### src/rtl/gdc_pkg.sv
// gdc_pkg: shared types, command codes and calendar helpers for the date counter
// used by gdc_alu and gregorian_date_counter_unit; no dependencies
package gdc_pkg;

	localparam int YEAR_BITS_DEF = 16;
	localparam int ALU_W         = 10;
	localparam int IN_TDATA_W    = 16;
	localparam int IN_TUSER_W    = 3;
	localparam int OUT_TDATA_W   = 40;

	localparam logic [2:0] OP_FWD  = 3'd0;
	localparam logic [2:0] OP_BACK = 3'd1;
	localparam logic [2:0] OP_SETY = 3'd2;
	localparam logic [2:0] OP_SETM = 3'd3;
	localparam logic [2:0] OP_SETD = 3'd4;

	localparam logic [3:0] M_JAN = 4'd1;
	localparam logic [3:0] M_FEB = 4'd2;
	localparam logic [3:0] M_APR = 4'd4;
	localparam logic [3:0] M_JUN = 4'd6;
	localparam logic [3:0] M_SEP = 4'd9;
	localparam logic [3:0] M_NOV = 4'd11;
	localparam logic [3:0] M_DEC = 4'd12;

	localparam logic [4:0] D_FIRST = 5'd1;
	localparam logic [4:0] D_LAST  = 5'd31;

	// multiplicative inverse of 25 modulo 2^32, low bits serve narrower years
	localparam logic [31:0] INV_25 = 32'hC28F5C29;

	// operands of the day-of-year adder
	typedef struct packed {
		logic [ALU_W-1:0] a;
		logic [ALU_W-1:0] b;
	} alu_req_t;

	typedef struct packed {
		logic [ALU_W-1:0] sum;
	} alu_rsp_t;

	function automatic logic [4:0] month_len(input logic [3:0] m, input logic leap);
		logic [4:0] len;
		if (m == M_FEB) begin
			len = leap ? 5'd29 : 5'd28;
		end else if (m == M_APR || m == M_JUN || m == M_SEP || m == M_NOV) begin
			len = 5'd30;
		end else begin
			len = 5'd31;
		end
		return len;
	endfunction

	function automatic logic date_ok(input logic [15:0] d, input logic [15:0] m,
			input logic leap);
		logic ok;
		if (m < 16'd1 || m > 16'(M_DEC)) begin
			ok = 1'b0;
		end else begin
			ok = (d >= 16'd1) && (d <= 16'(month_len(m[3:0], leap)));
		end
		return ok;
	endfunction

endpackage

### src/rtl/gdc_alu.sv
// gdc_alu: adder for the day-of-year sum
// one month length is added per use; depends on gdc_pkg
module gdc_alu
	import gdc_pkg::*;
(
	input  alu_req_t req,
	output alu_rsp_t rsp
);

	assign rsp.sum = req.a + req.b;

endmodule

### src/rtl/gregorian_date_counter_unit.sv
// gregorian_date_counter_unit: top level of the calendar date counter
// sequencer, date registers and output register; depends on gdc_pkg and gdc_alu
//
// channel  dir  handshake           payload
// s_       in   s_tvalid/s_tready   s_tuser = op, s_tdata = value
// m_       out  m_tvalid/m_tready   m_tdata = day, month, year, ordinal, leap, rejected
//
// one command beat at a time; s_tready is high only while the sequencer is idle
// a command runs from accept through decode, the day-of-year sum over the months up
// to the current one and the hand-off; a step across a year end also passes the leap
// test of the new year, and a set year that fits passes the leap test, then validation
// the leap test multiplies the year by the inverse of 25 to spot century years
// the result waits in the output register until taken; meanwhile the next command
// runs up to its hand-off state and holds there; reset gives january 1, 2000
module gregorian_date_counter_unit
	import gdc_pkg::*;
#(
	parameter int YEAR_BITS = YEAR_BITS_DEF
) (
	input  logic                   clk,
	input  logic                   arst_n,
	input  logic                   s_tvalid,
	output logic                   s_tready,
	input  logic [IN_TDATA_W-1:0]  s_tdata,   // [15:0] value
	input  logic [IN_TUSER_W-1:0]  s_tuser,   // [2:0] op
	output logic                   m_tvalid,
	input  logic                   m_tready,
	output logic [OUT_TDATA_W-1:0] m_tdata    // [4:0] day_now, [8:5] month_now,
	                                          // [24:9] year_now, [33:25] ordinal_day,
	                                          // [34] leap, [35] rejected, [39:36] zero
);

	// a year is a multiple of 25 when year * inverse stays at or below this bound
	localparam logic [YEAR_BITS-1:0] INV25_Y = YEAR_BITS'(INV_25);
	localparam logic [YEAR_BITS-1:0] LIM25_Y =
		YEAR_BITS'(((64'd1 << YEAR_BITS) - 64'd1) / 64'd25);

	// sequencer states
	localparam logic [2:0] S_IDLE  = 3'd0;
	localparam logic [2:0] S_DEC   = 3'd1;  // decode command, simple updates
	localparam logic [2:0] S_LEAP  = 3'd2;  // leap test of a new year
	localparam logic [2:0] S_CHK   = 3'd3;  // validate a new year
	localparam logic [2:0] S_OINIT = 3'd4;  // seed the day-of-year sum
	localparam logic [2:0] S_OSUM  = 3'd5;  // add one month length per cycle
	localparam logic [2:0] S_DONE  = 3'd6;  // hand the result to the output register

	logic [2:0]           state_q;
	logic [4:0]           day_q;
	logic [3:0]           month_q;
	logic [YEAR_BITS-1:0] year_q;
	logic                 leap_q;
	logic                 rej_q;
	logic [2:0]           op_q;
	logic [15:0]          val_q;
	logic [YEAR_BITS-1:0] tgt_q;      // new year under test
	logic                 tleap_q;    // leap flag of tgt_q
	logic [8:0]           ord_q;
	logic [3:0]           mcnt_q;
	logic                 m_tvalid_q;
	logic [OUT_TDATA_W-1:0] m_tdata_q;

	alu_req_t             alu_req;
	alu_rsp_t             alu_rsp;
	logic [YEAR_BITS-1:0] tgt_prod;
	logic                 tgt_div25;
	logic                 tgt_leap;
	logic [YEAR_BITS-1:0] year_inc;
	logic [YEAR_BITS-1:0] year_dec;
	logic [31:0]          val_ext;
	logic                 val_fits;
	logic [4:0]           cur_len;
	logic [3:0]           month_dec;
	logic                 dec_to_leap;
	logic                 out_free;

	assign s_tready = (state_q == S_IDLE);
	assign m_tvalid = m_tvalid_q;
	assign m_tdata  = m_tdata_q;
	assign out_free = !m_tvalid_q || m_tready;

	assign year_inc  = year_q + YEAR_BITS'(1);
	assign year_dec  = year_q - YEAR_BITS'(1);
	assign cur_len   = month_len(month_q, leap_q);
	assign month_dec = month_q - 4'd1;

	// a set year must fit the year register
	assign val_ext  = 32'(val_q);
	assign val_fits = ((val_ext >> YEAR_BITS) == 32'd0);

	// divisible by 4 is leap, unless a multiple of 100 that is not a multiple of 400;
	// with 4 | y, a multiple of 100 is a multiple of 25, and of 400 when 16 | y too
	assign tgt_prod  = tgt_q * INV25_Y;
	assign tgt_div25 = (tgt_prod <= LIM25_Y);
	assign tgt_leap  = (tgt_q[1:0] == 2'b00) && (!tgt_div25 || tgt_q[3:0] == 4'd0);

	// commands that bring in a new year go through the leap test
	assign dec_to_leap = (op_q == OP_FWD && day_q >= cur_len && month_q >= M_DEC)
		|| (op_q == OP_BACK && day_q <= D_FIRST && month_q <= M_JAN)
		|| (op_q == OP_SETY && val_fits);

	// the adder accumulates month lengths
	always_comb begin
		alu_req.a = {1'b0, ord_q};
		alu_req.b = ALU_W'(month_len(mcnt_q, leap_q));
	end

	gdc_alu u_alu (
		.req (alu_req),
		.rsp (alu_rsp)
	);

	always_ff @(posedge clk or negedge arst_n) begin
		if (!arst_n) begin
			state_q    <= S_IDLE;
			day_q      <= D_FIRST;
			month_q    <= M_JAN;
			year_q     <= YEAR_BITS'(2000);
			leap_q     <= 1'b1;
			rej_q      <= 1'b0;
			m_tvalid_q <= 1'b0;
		end else begin
			// a beat taken while the next one is handed over keeps m_tvalid high
			if (m_tvalid_q && m_tready && state_q != S_DONE) begin
				m_tvalid_q <= 1'b0;
			end
			unique case (state_q)
				S_IDLE: begin
					if (s_tvalid) begin
						rej_q   <= 1'b0;
						state_q <= S_DEC;
					end
				end
				S_DEC: begin
					state_q <= dec_to_leap ? S_LEAP : S_OINIT;
					unique case (op_q)
						OP_FWD: begin
							if (day_q >= cur_len) begin
								day_q <= D_FIRST;
								if (month_q >= M_DEC) begin
									// new year's day
									month_q <= M_JAN;
									year_q  <= year_inc;
								end else begin
									month_q <= month_q + 4'd1;
								end
							end else begin
								day_q <= day_q + 5'd1;
							end
						end
						OP_BACK: begin
							if (day_q <= D_FIRST) begin
								if (month_q <= M_JAN) begin
									// back to december 31 of the previous year
									month_q <= M_DEC;
									day_q   <= D_LAST;
									year_q  <= year_dec;
								end else begin
									month_q <= month_dec;
									day_q   <= month_len(month_dec, leap_q);
								end
							end else begin
								day_q <= day_q - 5'd1;
							end
						end
						OP_SETY: begin
							if (!val_fits) begin
								rej_q <= 1'b1;
							end
						end
						OP_SETM: begin
							if (date_ok(16'(day_q), val_q, leap_q)) begin
								month_q <= val_q[3:0];
							end else begin
								rej_q <= 1'b1;
							end
						end
						OP_SETD: begin
							if (date_ok(val_q, 16'(month_q), leap_q)) begin
								day_q <= val_q[4:0];
							end else begin
								rej_q <= 1'b1;
							end
						end
						default: begin
						end
					endcase
				end
				S_LEAP: begin
					if (op_q == OP_SETY) begin
						state_q <= S_CHK;
					end else begin
						leap_q  <= tgt_leap;
						state_q <= S_OINIT;
					end
				end
				S_CHK: begin
					// only february 29 depends on the new year
					if (date_ok(16'(day_q), 16'(month_q), tleap_q)) begin
						year_q <= tgt_q;
						leap_q <= tleap_q;
					end else begin
						rej_q <= 1'b1;
					end
					state_q <= S_OINIT;
				end
				S_OINIT: begin
					state_q <= S_OSUM;
				end
				S_OSUM: begin
					if (mcnt_q >= month_q) begin
						state_q <= S_DONE;
					end
				end
				S_DONE: begin
					if (out_free) begin
						m_tvalid_q <= 1'b1;
						state_q    <= S_IDLE;
					end
				end
				default: begin
					state_q <= S_IDLE;
				end
			endcase
		end
	end

	// payload and working registers
	always_ff @(posedge clk) begin
		if (state_q == S_IDLE && s_tvalid) begin
			op_q  <= s_tuser;
			val_q <= s_tdata;
		end
		if (state_q == S_DEC) begin
			if (op_q == OP_FWD) begin
				tgt_q <= year_inc;
			end else if (op_q == OP_BACK) begin
				tgt_q <= year_dec;
			end else begin
				tgt_q <= YEAR_BITS'(val_q);
			end
		end
		if (state_q == S_LEAP) begin
			tleap_q <= tgt_leap;
		end
		if (state_q == S_OINIT) begin
			ord_q  <= 9'(day_q);
			mcnt_q <= M_JAN;
		end
		if (state_q == S_OSUM && mcnt_q < month_q) begin
			ord_q  <= alu_rsp.sum[8:0];
			mcnt_q <= mcnt_q + 4'd1;
		end
		if (state_q == S_DONE && out_free) begin
			m_tdata_q <= {4'b0000, rej_q, leap_q, ord_q, 16'(year_q), month_q, day_q};
		end
	end

endmodule
### config.mk
export PLATFORM = sky130hd
export DESIGN_NAME = gregorian_date_counter_unit
export DESIGN_NICKNAME = d
export VERILOG_FILES = /design/src/rtl/gdc_pkg.sv /design/src/rtl/gdc_alu.sv /design/src/rtl/gregorian_date_counter_unit.sv
export SDC_FILE = /design/constraint.sdc
export NUM_CORES = 1
export LEC_CHECK = 0
export BUFFER_PORTS_ARGS = -buffer_cell sky130_fd_sc_hd__buf_2
export CORE_MARGIN = 10
export CORE_UTILIZATION = 35
export DETAILED_ROUTE_END_ITERATION = 6
export PLACE_DENSITY = 0.49
export SETUP_SLACK_MARGIN = 0.1
export SLEW_MARGIN = 20
export SYNTH_ARGS = -nofsm -noshare
export SYNTH_HDL_FRONTEND = slang
export SYNTH_HIERARCHICAL = 1
export SYNTH_SLANG_ARGS = --single-unit
### constraint.sdc
create_clock -name clk -period 11.1 [get_ports clk]
set_input_delay 0.555 -clock clk [delete_from_list [all_inputs] [get_ports clk]]
set_output_delay 0.555 -clock clk [all_outputs]
set_load 0.05 [all_outputs]
==> key figures <==
Status
  • Status: completed

Setup path
  • Worst path arrival time: 5.35 ns
  • CP max FO: 7
  • Critical path endpoint category: register
  • CP Launch Type: register
  • Reg2reg setup slack: ~6.1 ns
  • Setup CP Type: register to register
  • FF-to-FF End: leap_q
  • Worst reg2reg path depth: 16
  • Reg-to-reg startpoint: tgt_q[3]
  • Required time of the critical path: approximately 11 ns

CTS
  • Post-CTS setup buffer count: 0
  • H-Tree Level Count: 4
  • Longest Clk Path Bufs: 2
  • Clock slew at reported path FFs: 0.06 ns
  • Total CTS buffers: 17
  • CTS root buf: clkbuf_16
  • CTS Hold Bufs: 0
  • Worst skew pair latency: between 0.4 and 0.5 ns
  • Clock Sinks: about 120
  • Post-cts sizing count: 0
  • CTS tree: built

Timing
  • Setup Skew: around 0.011 ns
  • Final clock period utilization by the worst path: 45.2%
  • Fin Setup TNS: 0 ns
  • Worst slew margin: between 30 and 40%
  • Final Hold Fails: 0
  • RSZ-0062 raised after global routing: false
  • Least-Margin Pin Slew: between 1 and 1.5 ns
  • Tmin final: roughly 5.0 ns
  • Worst Slack Setup Final: between 6 and 7 ns
  • Count of final max-slew check failures: 0
  • Fmax: ~0.20 GHz
  • Final setup violation count: 0

Floorplanning
  • Num ports: 65
  • Core area: ~24000 um^2
  • Die Ht: approximately 180 um
  • Die W: between 150 and 200 um
  • Initial core utilization: 35.7%
  • Die Area: roughly 30000 um^2
  • Site row count: 56

Place
  • Place WS: ~6.1 ns
  • Port bufs: 60
  • Final HPWL DP: between 15000 and 20000 um
  • GPL Wtd Cong: between 0.8 and 0.9

Logic synthesis
  • Warnings from Yosys: 6
  • Synth Cell Area: 8410 um^2
  • Post-Syn Area per Cell: 9.87 um^2
  • Gate Count Post-Synth: 852

GRT
  • First-pass GRT wire length: between 30000 and 40000 um
  • Total GRT Usage: 14.7%
  • Total grt overflow: 0
  • Initial antenna violation count: 0
  • Number of global-route vias before repair: approximately 6.3k
  • Largest net degree at the start of global routing: 36

Route
  • Via/cell ratio: around 5.1
  • DRT iter0 DRCs: between 500 and 600
  • Via count: around 6.3k
  • Routed len/inst: 17.8 um
  • Final ANT Viol Nets: 0
  • WL final: about 22000 um
  • Drt pass-1 iters: 4
  • # DRC: 0

Flow run
  • MaxCap Viol Count: 0

Finish
  • Share of cells above drive strength 1: around an eighth
  • Nets: about 1.0k
  • Inserted Diodes: 0
  • Area Growth Syn to Fin: 13.7%

Power and ir drop
  • Overall Power: 0.00308 W
  • Leakage power: 4.02 nW
  • Max VDD drop: approximately 140 uV
  • Power density over cell area: approximately 320 nW/um^2

Min path
  • Worst hold-check path type: primary input to asynchronous set/reset pin
-- power breakdown --
| group | internal [W] | switching (W) | leakage (nW) |
|---|---|---|---|
| sequential | 0.000633 | 0.000171 | 1.17 |
| combinational | 0.000740 | 0.000993 | 2.58 |
| clock | 0.000329 | 0.000212 | 0.265 |
-- worst max-delay path: stages, from the launching register on --
cell	delay, ns
edfxtp_1	0.51
inv_1	0.08
ha_1	0.30
ha_1	0.29
inv_1	0.06
fa_1	0.51
fa_1	0.54
inv_1	0.05
fa_1	0.48
ha_1	0.31
ha_1	0.35
o211ai_1	0.14
nor2_1	0.06
a2111oi_0	0.44
xnor2_1	0.13
o41a_1	0.40
a211o_1	0.27
-- through the flow --
stage	area [um^2]	cells	hold WS [ns]	utilization, %
2_1_floorplan	8450	861	0.259	-
3_3_place_gp	9000	1205	0.436	38.2
3_5_place_dp	9000	1205	0.444	38.2
4_1_cts	9570	1237	0.279	40.6
5_1_grt	9570	1237	0.295	40.6
6_report	9570	1237	0.265	40.6
-- worst max path at each step --
stage	startpoint	endpoint	slack, ns	depth (start not counted)
CTS	tgt_q[3]	leap_q	6.09	16
detailed placement	tgt_q[3]	leap_q	6.10	16
finish	tgt_q[3]	leap_q	6.09	16
global route	tgt_q[3]	leap_q	5.79	16
global placement	tgt_q[3]	leap_q	6.21	16
floorplan	tgt_q[3]	leap_q	6.45	16
-- layer usage --
layer | track usage [%] | routed length (um)
met4 | 3.92 | 245
met3 | 2.87 | 1040
met1 | 20.9 | 11000
met5 | 0 | 0
met2 | 22.2 | 9750
-- sequential cells by signal, summed over array words and instances, names as in the netlist --
| register | flops |
|---|---|
| tgt_q | 16 |
| m_tdata | 36 |
| month_q | 4 |
| day_q | 5 |
| tleap_q | 1 |
| year_q | 16 |
| op_q | 3 |
| state_q | 3 |
| val_q | 16 |
| rej_q | 1 |
| ord_q | 9 |
| mcnt_q | 4 |
| m_tvalid | 1 |
| leap_q | 1 |
-- cell usage in the layout (no fill, tap or decap), types with 5 or more instances in the layout --
master	instances
ha_1	97
or2_2	5
o31ai_1	5
mux2i_1	6
xor2_1	15
and3_1	8
nand2b_1	10
dfrtp_1	22
o22ai_1	11
conb_1	11
nand3_1	19
buf_4	6
or3_1	8
nand2_1	83
nor2b_1	6
dfstp_2	9
nor3b_1	6
xnor2_1	35
clkbuf_16	17
o211ai_1	9
nor3_1	25
a21oi_1	49
inv_1	76
a31oi_1	7
o21ai_0	53
edfxtp_1	85
nor4_1	8
nand4_1	6
nor2_1	52
o21a_1	6
buf_2	60
fa_1	19
-- area by class of cell --
| class | instances | area, um^2 |
|---|---|---|
| multi-input combinational | 628 | 4630 |
| sequential | 116 | 3340 |
| timing repair buffer | 66 | 345 |
| fill | 2358 | 14000 |
| clock buffer | 19 | 433 |
| tap | 319 | 399 |
| inverter | 76 | 285 |
| clock inverter | 13 | 134 |
Note: power is estimated with default switching activity, not from simulation.
